## config.mk

```make
export PLATFORM = sky130hd
export DESIGN_NAME = hte_front
export DESIGN_NICKNAME = d
export VERILOG_FILES = /design/src/rtl/core/hte_pkg.sv /design/src/rtl/core/hte_front.sv
export SDC_FILE = /design/constraint.sdc
export NUM_CORES = 1
export LEC_CHECK = 0
export BUFFER_PORTS_ARGS = -buffer_cell sky130_fd_sc_hd__buf_4
export CORE_MARGIN = 1.5
export CORE_UTILIZATION = 55
export CTS_BUF_LIST = sky130_fd_sc_hd__clkbuf_4
export DETAILED_ROUTE_END_ITERATION = 10
export PLACE_DENSITY = 0.83
export SETUP_SLACK_MARGIN = 0.4
export SYNTH_ARGS = -nofsm -noshare
export SYNTH_HDL_FRONTEND = slang
export SYNTH_SLANG_ARGS = --single-unit
```

## constraint.sdc

```tcl
create_clock -name aclk -period 11.9 [get_ports aclk]
set_clock_uncertainty 0.05 [all_clocks]
set_input_delay 1.19 -clock aclk [delete_from_list [all_inputs] [get_ports aclk]]
set_output_delay 1.19 -clock aclk [all_outputs]
set_load 0.02 [all_outputs]
```

## src/rtl/core/hte_pkg.sv

```systemverilog
// Shared types, constants and tables for the homogeneous transform engine.
// No dependencies; the RTL files use this package by scoped names, the testbench imports it.
package hte_pkg;

    localparam int FRAC_BITS    = 16;
    localparam int CORDIC_STEPS = 16;
    localparam int ATAN_ENTRIES = 24;
    localparam int CORDIC_ITERS = (CORDIC_STEPS < ATAN_ENTRIES) ? CORDIC_STEPS : ATAN_ENTRIES;
    localparam int STEP_W       = $clog2(ATAN_ENTRIES);
    localparam int ANG_W        = 16;
    localparam int DATA_W       = 32;
    localparam int CRD_W        = 34;
    localparam int ACC_W        = 66;

    localparam logic [2:0] OP_IDENT = 3'd0;
    localparam logic [2:0] OP_ROLL  = 3'd1;
    localparam logic [2:0] OP_PITCH = 3'd2;
    localparam logic [2:0] OP_YAW   = 3'd3;
    localparam logic [2:0] OP_TRANS = 3'd4;
    localparam logic [2:0] OP_POINT = 3'd5;

    localparam logic signed [DATA_W-1:0] ONE = DATA_W'(1) << FRAC_BITS;

    localparam logic signed [CRD_W-1:0] GAIN_Q30    = 34'sd652032875;
    localparam logic signed [CRD_W-1:0] PI_Q30      = 34'sd3373259426;
    localparam logic signed [CRD_W-1:0] HALF_PI_Q30 = 34'sd1686629713;

    typedef logic signed [DATA_W-1:0] data_t;

    typedef struct packed {
        logic [2:0]              op;
        logic signed [ANG_W-1:0] angle;
        data_t                   cx;
        data_t                   cy;
        data_t                   cz;
    } cmd_t;

    function automatic logic signed [CRD_W-1:0] atan_q30(input logic [STEP_W-1:0] idx);
        logic signed [CRD_W-1:0] v;
        case (idx)
            5'd0:    v = 34'sh03243F6A8;
            5'd1:    v = 34'sh01DAC6705;
            5'd2:    v = 34'sh00FADBAFC;
            5'd3:    v = 34'sh007F56EA6;
            5'd4:    v = 34'sh003FEAB76;
            5'd5:    v = 34'sh001FFD55B;
            5'd6:    v = 34'sh000FFFAAA;
            5'd7:    v = 34'sh0007FFF55;
            5'd8:    v = 34'sh0003FFFEA;
            5'd9:    v = 34'sh0001FFFFD;
            5'd10:   v = 34'sh0000FFFFF;
            5'd11:   v = 34'sh00007FFFF;
            5'd12:   v = 34'sh00003FFFF;
            5'd13:   v = 34'sh00001FFFF;
            5'd14:   v = 34'sh00000FFFF;
            5'd15:   v = 34'sh000007FFF;
            5'd16:   v = 34'sh000003FFF;
            5'd17:   v = 34'sh000001FFF;
            5'd18:   v = 34'sh000000FFF;
            5'd19:   v = 34'sh0000007FF;
            5'd20:   v = 34'sh0000003FF;
            5'd21:   v = 34'sh0000001FF;
            5'd22:   v = 34'sh0000000FF;
            5'd23:   v = 34'sh00000007F;
            default: v = '0;
        endcase
        return v;
    endfunction

endpackage

```

## src/rtl/core/hte_front.sv

```systemverilog
// Front end: accepts input transactions, drops unused opcodes and queues commands.
// Depends on hte_pkg.
module hte_front (
    input  logic                aclk,
    input  logic                aresetn,
    input  logic                s_tvalid,
    output logic                s_tready,
    input  logic [111:0]        s_tdata,   // angle, coord_x, coord_y, coord_z
    input  logic [2:0]          s_tuser,   // opcode
    output logic                q_valid,
    output hte_pkg::cmd_t       q_cmd,
    input  logic                q_pop,
    output logic                q_full
);

    hte_pkg::cmd_t q_reg [2];
    logic          wr_reg, wr_next;
    logic          rd_reg, rd_next;
    logic [1:0]    cnt_reg, cnt_next;
    logic          push;
    hte_pkg::cmd_t in_cmd;

    assign in_cmd.op    = s_tuser;
    assign in_cmd.angle = $signed(s_tdata[15:0]);
    assign in_cmd.cx    = $signed(s_tdata[47:16]);
    assign in_cmd.cy    = $signed(s_tdata[79:48]);
    assign in_cmd.cz    = $signed(s_tdata[111:80]);

    assign q_full   = (cnt_reg == 2'd2);
    assign s_tready = !q_full;
    assign q_valid  = (cnt_reg != 2'd0);
    assign q_cmd    = q_reg[rd_reg];
    assign push     = s_tvalid && s_tready && (s_tuser <= hte_pkg::OP_POINT);

    always_comb begin
        wr_next  = push ? !wr_reg : wr_reg;
        rd_next  = q_pop ? !rd_reg : rd_reg;
        cnt_next = cnt_reg + 2'(push) - 2'(q_pop);
    end

    always_ff @(posedge aclk) begin
        if (!aresetn) begin
            wr_reg  <= 1'b0;
            rd_reg  <= 1'b0;
            cnt_reg <= 2'd0;
        end else begin
            wr_reg  <= wr_next;
            rd_reg  <= rd_next;
            cnt_reg <= cnt_next;
        end
    end

    always_ff @(posedge aclk) begin
        if (push) begin
            q_reg[wr_reg] <= in_cmd;
        end
    end

endmodule

```

==> run_results.csv, run 1 <==
group,metric,value,unit
setup_path,arrival,3.02,ns
logic_synthesis,ys_seq_area_share,80.24,%
floorplan,io_pins,237,
sta,worst_slew_pin_slew,1.024,ns
sta,drv_slew,0,
setup_path,r2r_start,"cnt_reg[0]",
place,gp_congestion,0.7515,
power,power_frac_seq,52.0,%
sta,setup_slack,7.635,ns
cts,cts_sinks,235,
final_layout,stdcell_count,912,
route,vias_per_cell,5.038,
floorplan,dieArea,0.01664,mm2
floorplan,die_height,129,um
floorplan,core,0.01537,mm2
logic_synthesis,synth.cell_area,0.008732,mm2
logic_synthesis,ys_seq_elements,235,
logic_synthesis,ys_top_cells_by_count,"230 x edfxtp_1, 65 x mux2_2, 50 x mux2_4, 7 x buf_6, 6 x buf_2",
power,clkPwrFrac,29.1,%
sta,whs,0.4908,ns
setup_path,critPathSlowestCell,"buf_4",
cts,cts_buffers,55,
global_routing,track_usage,20.27,%
floorplan,start_util,56.81,%
logic_synthesis,netlist_instances,384,
cts,cts_resized,0,
cts,cts_hold_buffers,0,
worst_hold_path,hold_path_class,"reg2reg",
sta,relSlewSlack,31.71,%
power,p_int,1.487,mW
power,p_comb_share,18.8,%
sta,fin_crit_sh,35.84,%
place,dp.cells,823,
cts,clockBufferDepth,3,
route,vias,4595,
power,p_leak,4.405,nW
setup_path,reg2regPathDepth,4,
setup_path,r2r_slack,9.62,ns
global_routing,grt_max_degree,75,
power,netSwitchingPower,502.3,uW
cts,clockRootBuffer,"clkbuf_4",
setup_path,crit_path_start_kind,"register",
floorplan,num_rows,45,
global_routing,grt_pass1_vias,5069,
sta,fin_tns_setup,0,ns
final_layout,largest_register_ffs,230,
logic_synthesis,synth_area_per_cell,22.74,um2
power,powerDensity,175.3,mW/mm2
setup_path,worstSetupPathType,"reg2out",
sta,fmax,234.5,MHz
global_routing,grt_first_pass_wirelength,25110,um
setup_path,path_buf_inv,2,
cts,clk_pin_slew_worst_paths,0.06,ns
setup_path,endpoint,"q_cmd[40]",
logic_synthesis,synth_edf_count,230,
place,place_ws,8.249,ns
logic_synthesis,synth_largest_area_cell,"edfxtp_1",
place,dp_hpwl,10870,um
sta,setup_violations,0,
logic_synthesis,synthDominantCellAreaShare,79.09,%
cts,cts-htree-levels,2,
route,drtAntennaViolNets,0,
final_layout,fillers,940,
place,numPortBuffers,236,
setup_path,crit_chain,"buf_4 > mux2_2 > buf_4",
place,postPlaceCellArea,0.01072,mm2
sta,rsz0062_at_grt,"false",
final_layout,syn2layout_area_growth,29.96,%
logic_synthesis,synthDistinctLibCells,17,
global_routing,antenna_found_initial,1,
setup_path,critPathTopFamily,"buffers and inverters",
route,drc,0,
final_layout,fin_area,0.01135,mm2
logic_synthesis,async_flop_share,0,%
route,wirelength,16650,um
sta,period_minus_slack,4.265,ns
route,drtIter0Drc,222,
final_layout,fin_util,73.83,%
setup_path,crit_fanout,68,
setup_path,reg2reg_to,"q_reg[1][101]",
route,drt_pass1_iterations,4,
logic_synthesis,synth_nets,505,
logic_synthesis,synth.most_common_cell,"edfxtp_1",
power,swShare,25.25,%
setup_path,cp_common_cell,"buf_4",
setup_path,critical_path_depth,3,
cts,clkLatencyLatePin,0.63,ns
route,routedWlPerCell,18.26,um
setup_path,required,10.66,ns
logic_synthesis,synth_ff_type,"edfxtp_1",
run,cap_viol_max_count,0,
run_status,status,"finished clean",
cts,post_cts.repair.setup_buffers,0,
final_layout,drive_above_1_share,63.00,%
setup_path,critPathMaxStageDelay,0.87,ns
setup_path,end_kind,"output pin",
power,power,1.989,mW
logic_synthesis,synthTopCellsByArea,"edfxtp_1 79%, mux2_4 8.6%, mux2_2 8.4%, dfxtp_1 1.1%, buf_6 0.90%",
sta,hold_violations,0,
floorplan,chipWidth,129,um
global_routing,overflow,0,
final_layout,nets,790,
power,peakVddDrop,0.0001129,V
logic_synthesis,yosys_warnings,0,
cts,tritoncts,"built",
## placed cells by master (no fill, tap or decap)
cell      instances
and2_1            4
buf_4           241
clkbuf_4         80
clkinv_1          7
dfxtp_1           4
dfxtp_4           1
diode_2           1
edfxtp_1        230
ha_1              2
inv_1             3
inv_2             1
mux2_2           65
mux2_4           50
mux2i_1           1
nand2_1           3
nand2b_1          1
nand3_1           1
nor2_4            2
or2_2             1
xnor2_1           2
xor2_1            1
## routing by layer
| metal | vias up | global-route usage, % | part of all wire [%] |
|---|---|---|---|
| met1 | 2243 | 20.66 | 35 |
| met2 | 204 | 35.95 | 52 |
| li1 | 2117 | - | - |
| met3 | 31 | 9.813 | 10 |
| met5 | - | 0 | 0 |
| met4 | 0 | 7.601 | 2.0 |
## worst min path at each step
| stage | start | endpoint | slack (ns) | cells after the start |
|---|---|---|---|---|
| 2_1_floorplan | wr_reg | wr_reg | 0.40 | 2 |
| 3_3_place_gp | wr_reg | wr_reg | 0.44 | 2 |
| 3_5_place_dp | wr_reg | wr_reg | 0.48 | 2 |
| 4_1_cts | wr_reg | wr_reg | 0.49 | 2 |
| 5_1_grt | wr_reg | wr_reg | 0.52 | 2 |
| 6_report | wr_reg | wr_reg | 0.49 | 2 |
## tightest hold or removal path: stages, from the launching register on
cell and delay, ns:
dfxtp_1 0.34, nand2_1 0.07, mux2i_1 0.07
## cells by family after synthesis
family	share of synthesized area (%)
XOR/XNOR	0.3010
adder cells (fa/ha/maj)	0.2865
buffers and inverters	1.376
flip-flops	80.24
multiplexers	17.09
AND/OR/NAND/NOR	0.7021
## power groups by stage
stage	clock (mW)	sequential [mW]	combinational (mW)
after global routing	0.640	1.04	0.397
after CTS	0.601	1.04	0.380
after global placement	0	1.05	0.370
after detailed placement	0	1.05	0.377
final	0.580	1.03	0.375
after floorplan	0	1.05	0.227
## layout make-up
class / instances / area (um2) / area share [%]
sequential: 235 / 7010 / 61.77
timing repair buffer: 241 / 1809 / 15.94
multi-input combinational: 133 / 1620 / 14.28
clock buffer: 80 / 600.6 / 5.292
tap: 211 / 264.0 / 2.326
clock inverter: 8 / 30.03 / 0.2646
inverter: 3 / 11.26 / 0.09923
antenna: 1 / 2.502 / 0.02205
Power figures use the tool's default switching activity.
==> run 2, diff against run 1 <==
- CORE_UTILIZATION: 55 -> 54
- PLACE_DENSITY: 0.83 -> 0.82
- clock period: 11.9 -> 4.4 ns (I/O delays scaled with it)
==> run 2 against run 1 <==
Net effect: clock-buffer cell count rose by 6; via count rose by 13%; cell count rose by 15%; critical path depth is the same; flip-flop and latch count did not move; critical endpoint is now q_cmd[52]; largest power group unchanged; highest routed layer unchanged.
==> run_results.csv, run 2 (synthesis gave the netlist of run 1 again) <==
group,metric,value,unit
route,routedWlPerCell,18.85,um
sta,drv_slew,0,
worst_hold_path,hp-start,"q_pop",
sta,setup_slack,1.253,ns
route,vias_per_cell,4.957,
cts,clk_pin_slew_worst_paths,0.07,ns
final_layout,largest_register_ffs,230,
place,dp.cells,828,
setup_path,r2r_start,"cnt_reg[0]",
final_layout,fillers,802,
place,dp_hpwl,10610,um
power,netSwitchingPower,1.473,mW
place,gp_congestion,0.7353,
power,power,5.635,mW
route,vias,5185,
worst_hold_path,holdPathStages,3,
sta,fin_crit_sh,71.52,%
setup_path,r2r_slack,2.39,ns
final_layout,nets,909,
floorplan,num_rows,46,
power,power_frac_seq,49.8,%
cts,cts-htree-levels,2,
setup_path,crit_path_start_kind,"register",
route,drtIter0Drc,247,
final_layout,stdcell_count,1046,
setup_path,reg2reg_to,"q_reg[1][0]",
floorplan,dieArea,0.01694,mm2
global_routing,antenna_found_initial,1,
route,drc,0,
cts,tritoncts,"built",
route,wirelength,19720,um
run,cap_viol_max_count,0,
global_routing,grt_max_degree,116,
sta,relSlewSlack,39.62,%
sta,worst_slew_pin_slew,0.9058,ns
setup_path,required,3.91,ns
power,peakVddDrop,0.0003064,V
global_routing,grt_first_pass_wirelength,28720,um
final_layout,layout_common_cells,"239 x buf_4, 230 x edfxtp_1, 116 x dlygate4sd3_1, 86 x clkbuf_4, 65 x mux2_2",
setup_path,arrival,2.66,ns
cts,post_cts.repair.setup_buffers,0,
setup_path,worstSetupPathType,"reg2out",
worst_hold_path,hold_path_class,"in2reg",
final_layout,multi_input_area,0.001620,mm2
final_layout,syn2layout_area_growth,44.45,%
setup_path,crit_fanout,61,
global_routing,overflow,0,
floorplan,io_pins,237,
sta,period_minus_slack,3.147,ns
floorplan,die_height,130.2,um
place,postPlaceCellArea,0.01075,mm2
cts,clkLatencyLatePin,0.65,ns
setup_path,end_kind,"output pin",
final_layout,drive_above_1_share,53.92,%
power,p_comb_share,19.9,%
cts,clockRootBuffer,"clkbuf_4",
sta,rsz0062_at_grt,"false",
power,p_int,4.162,mW
sta,fmax,317.8,MHz
final_layout,register_area,0.007010,mm2
floorplan,chipWidth,130.2,um
power,p_leak,4.934,nW
cts,cts_sinks,235,
floorplan,start_util,55.17,%
cts,clockBufferDepth,3,
power,powerDensity,446.8,mW/mm2
global_routing,grt_pass1_vias,5518,
setup_path,reg2regPathDepth,4,
run_status,status,"finished clean",
floorplan,core,0.01583,mm2
power,swShare,26.14,%
cts,cts_buffers,58,
route,drt_pass1_iterations,4,
place,place_ws,1.922,ns
final_layout,final_common_cell,"buf_4",
final_layout,fin_util,79.69,%
sta,hold_violations,0,
final_layout,fin_area,0.01261,mm2
sta,setup_violations,0,
sta,whs,0.07668,ns
route,drtAntennaViolNets,0,
power,clkPwrFrac,30.3,%
place,numPortBuffers,236,
global_routing,track_usage,22.95,%
sta,fin_tns_setup,0,ns
## run 2: repair_timing
item,CTS,global route
hold buffers,116,0
resized for setup,0,0
setup endpoints to repair,0,0
hold endpoints to repair,235,0
## run 2: worst max-delay path by stage
stage          startpoint           to  slack (ns)  depth (start not counted)
2_1_floorplan  cnt_reg[0]  q_reg[0][0]        0.08                          3
3_3_place_gp     register    q_cmd[59]        1.95                          3
3_5_place_dp     register    q_cmd[52]        1.92                          3
4_1_cts          register    q_cmd[52]        1.18                          3
5_1_grt          register    q_cmd[52]        1.07                          3
6_report         register    q_cmd[52]        1.25                          3
## run 2: metal layers
metal / routed length, um / vias to the layer above / global-route usage, %
met3: 1856 / 35 / 9.020
met1: 7476 / 2533 / 26.44
met4: 339 / 0 / 7.908
met5: 0 / - / 0
li1: - / 2360 / -
met2: 10040 / 257 / 39.23
## run 2: final cells by class
class,instances,area share [%]
Clock inverter,15,0.4563
Tap cell,216,2.143
Timing Repair Buffer,357,23.75
Multi-Input combinational cell,133,12.85
Sequential cell,235,55.58
Antenna cell,1,0.01984
Clock buffer,86,5.119
Inverter,3,0.08928
## run 2: critical path, stage by stage (launching register included)
cell and delay [ns]:
dfxtp_4 0.95, buf_4 0.47, mux2_2 0.40, buf_4 0.16
## run 2: power groups by stage
stage | Sequential [mW] | Clock (mW) | Combinational (mW)
CTS | 2.80 | 1.72 | 1.12
detailed placement | 2.85 | 0 | 1.03
floorplan | 2.82 | 0 | 0.617
global route | 2.82 | 1.87 | 1.18
finish | 2.81 | 1.71 | 1.12
global placement | 2.83 | 0 | 1.01
==> run 3, diff against run 2 <==
- ABC_AREA: default -> 1
- clock period: 4.4 -> 2.9 ns (I/O delays scaled with it)
==> run 3 against run 2 <==
Net effect: core utilization grew 1.2 points; combinational power grew 21%; first-iteration DRC count shrank 10%; routed wire length grew 5.6%; final area grew 1.5%; worst setup slack lost 0.68 ns; clock power grew 57%; worst hold slack gained 0.24 ns; cell count grew 1.8%; register-to-register slack lost 1.3 ns; synthesized area grew 0.14%; critical endpoint is now q_cmd[33]; highest routed layer unchanged.
==> run_results.csv, run 3 <==
group,metric,value,unit
logic_synthesis,synth.most_common_cell,"edfxtp_1",
setup_path,crit_fanout,35,
floorplan,dieArea,0.01697,mm2
global_routing,busiest_layer,"met2",
logic_synthesis,netlist_instances,396,
logic_synthesis,async_flop_share,0,%
sta,fin_tns_setup,0,ns
power,netSwitchingPower,2.011,mW
cts,clk_pin_slew_worst_paths,0.07,ns
route,drtIter0Drc,222,
global_routing,track_usage,24.07,%
logic_synthesis,synth_xor_area_share,0,%
floorplan,core,0.01583,mm2
power,clkPwrFrac,33.2,%
logic_synthesis,ys_seq_elements,235,
route,drt_pass1_iterations,5,
global_routing,grt_pass1_vias,5785,
power,power_frac_seq,50.2,%
setup_path,critPathMaxStageDelay,0.49,ns
logic_synthesis,synth_largest_area_cell,"edfxtp_1",
route,drtAntennaViolNets,0,
run_status,status,"finished clean",
sta,whs,0.3182,ns
global_routing,overflow,0,
sta,hold_violations,0,
setup_path,worstSetupPathType,"reg2out",
sta,rsz0062_at_grt,"false",
place,place_ws,0.9310,ns
floorplan,io_pins,237,
final_layout,layout_common_cells,"242 x buf_4, 230 x edfxtp_1, 118 x dlygate4sd3_1, 86 x clkbuf_4, 65 x mux2_2",
cts,clockRootBuffer,"clkbuf_4",
logic_synthesis,synthMuxAreaShare,16.96,%
logic_synthesis,synthDistinctLibCells,13,
sta,worst_slew_pin_slew,0.6890,ns
sta,setup_violations,0,
floorplan,start_util,55.25,%
global_routing,grt_first_pass_wirelength,30040,um
setup_path,critPathSlowestCell,"dfxtp_4",
sta,relSlewSlack,54.07,%
logic_synthesis,synth_ff_type,"edfxtp_1",
sta,fmax,428.8,MHz
route,vias_per_cell,4.996,
route,drc,0,
logic_synthesis,synth_area_per_cell,22.08,um2
logic_synthesis,synthTopCellsByArea,"edfxtp_1 79%, mux2_4 8.6%, mux2_2 8.4%, dfxtp_1 1.1%, buf_6 0.90%",
place,gp_congestion,0.7437,
final_layout,final_common_cell,"buf_4",
sta,period_minus_slack,2.332,ns
cts,cts_buffers,58,
global_routing,grtUsageMet3,7.175,%
place,numPortBuffers,236,
power,swShare,24.78,%
logic_synthesis,synth_nets,517,
floorplan,num_rows,46,
setup_path,required,2.56,ns
run,cap_viol_max_count,0,
place,dp_hpwl,11000,um
final_layout,nets,931,
power,power,8.115,mW
logic_synthesis,synthAdderAreaFrac,0.2862,%
cts,tritoncts,"built",
setup_path,crit_chain,"buf_12 > mux2_2 > buf_4",
worst_hold_path,hold_path_class,"in2reg",
power,powerDensity,634.0,mW/mm2
logic_synthesis,ys_top_cells_by_count,"230 x edfxtp_1, 65 x mux2_2, 50 x mux2_4, 11 x nand2_1, 9 x nor2_1",
global_routing,gr-usage-met1,26.68,%
logic_synthesis,synth_compound_area_share,0.05723,%
logic_synthesis,synth_edf_count,230,
setup_path,end_kind,"output pin",
power,peakVddDrop,0.0004236,V
logic_synthesis,synth-simple-area-share,0.9873,%
global_routing,grt_max_degree,116,
logic_synthesis,ys_seq_area_share,80.13,%
setup_path,crit_path_start_kind,"register",
global_routing,use_met2,43.59,%
cts,clockBufferDepth,3,
sta,drv_slew,0,
route,routedWlPerCell,19.56,um
sta,fin_crit_sh,80.41,%
final_layout,largest_register_ffs,230,
setup_path,critPathTopFamily,"flip-flops",
final_layout,drive_above_1_share,54.85,%
cts,cts-htree-levels,2,
sta,setup_slack,0.5680,ns
power,p_comb_share,16.6,%
global_routing,antenna_found_initial,3,
power,p_leak,5.037,nW
logic_synthesis,synth.cell_area,0.008745,mm2
floorplan,chipWidth,130.3,um
setup_path,arrival,1.99,ns
logic_synthesis,yosys_warnings,0,
cts,clkLatencyLatePin,0.63,ns
logic_synthesis,synthDominantCellAreaShare,78.98,%
setup_path,path_buf_inv,2,
power,p_int,6.104,mW
logic_synthesis,synth_top_family_by_area,"multiplexers",
route,vias,5321,
floorplan,die_height,130.3,um
final_layout,syn2layout_area_growth,46.36,%
route,wirelength,20830,um
cts,cts_sinks,235,
[run 3: kinds of logic after synthesis]
group,Yosys count
muxes,115
DFF,235
and+or+nand+nor,22
buffers and inverters,21
AOI/OAI and AO/OA,1
adders and majority gates,2
[run 3: path summary, 6_finish.rpt]
path,depth (start not counted),start,slack [ns],endpoint
hold / removal,2,s_tdata[35],0.32,q_reg[0][83]
setup / recovery,3,register,0.57,q_cmd[33]
hold reg to reg,2,rd_reg,0.48,rd_reg
setup reg to reg,5,cnt_reg[0],1.08,q_reg[1][42]
[run 3: power by group through the flow]
stage               Clock (mW)  Combinational [mW]  Sequential (mW)
floorplan                    0               0.667             4.12
global placement             0                1.15             4.13
detailed placement           0                1.17             4.15
CTS                       2.70                1.32             4.07
global route              2.94                1.42             4.09
finish                    2.69                1.35             4.07
[run 3: cell type report]
| class | instances | area [um2] |
|---|---|---|
| inverter | 8 | 33.78 |
| antenna | 3 | 7.507 |
| fill | 760 | 3029 |
| clock inverter | 10 | 63.81 |
| sequential | 235 | 7013 |
| multi-input combinational | 140 | 1619 |
| timing repair buffer | 367 | 3146 |
| clock buffer | 86 | 645.6 |
| tap | 216 | 270.3 |
[run 3: per-stage QoR]
step,instance area (um2),instances,utilization [%]
detailed placement,10810,840,68.28
global placement,10810,840,68.28
finish,12800,1065,80.86
floorplan,8771,396,-
global route,12800,1065,80.86
CTS,12720,1055,80.37
[run 3: timing repair]
item,in CTS,in global routing
resized for setup,1,0
setup buffers,1,6
endpoints found under the hold margin,235,0
hold buffers,118,0
cloned,0,1
setup endpoints to repair,92,57
[run 3: per-layer routing]
| metal | routed length (um) | vias to the layer above |
|---|---|---|
| met5 | 0 | - |
| met4 | 410 | 0 |
| met3 | 1495 | 30 |
| met2 | 11340 | 248 |
| met1 | 7587 | 2636 |
| li1 | - | 2407 |
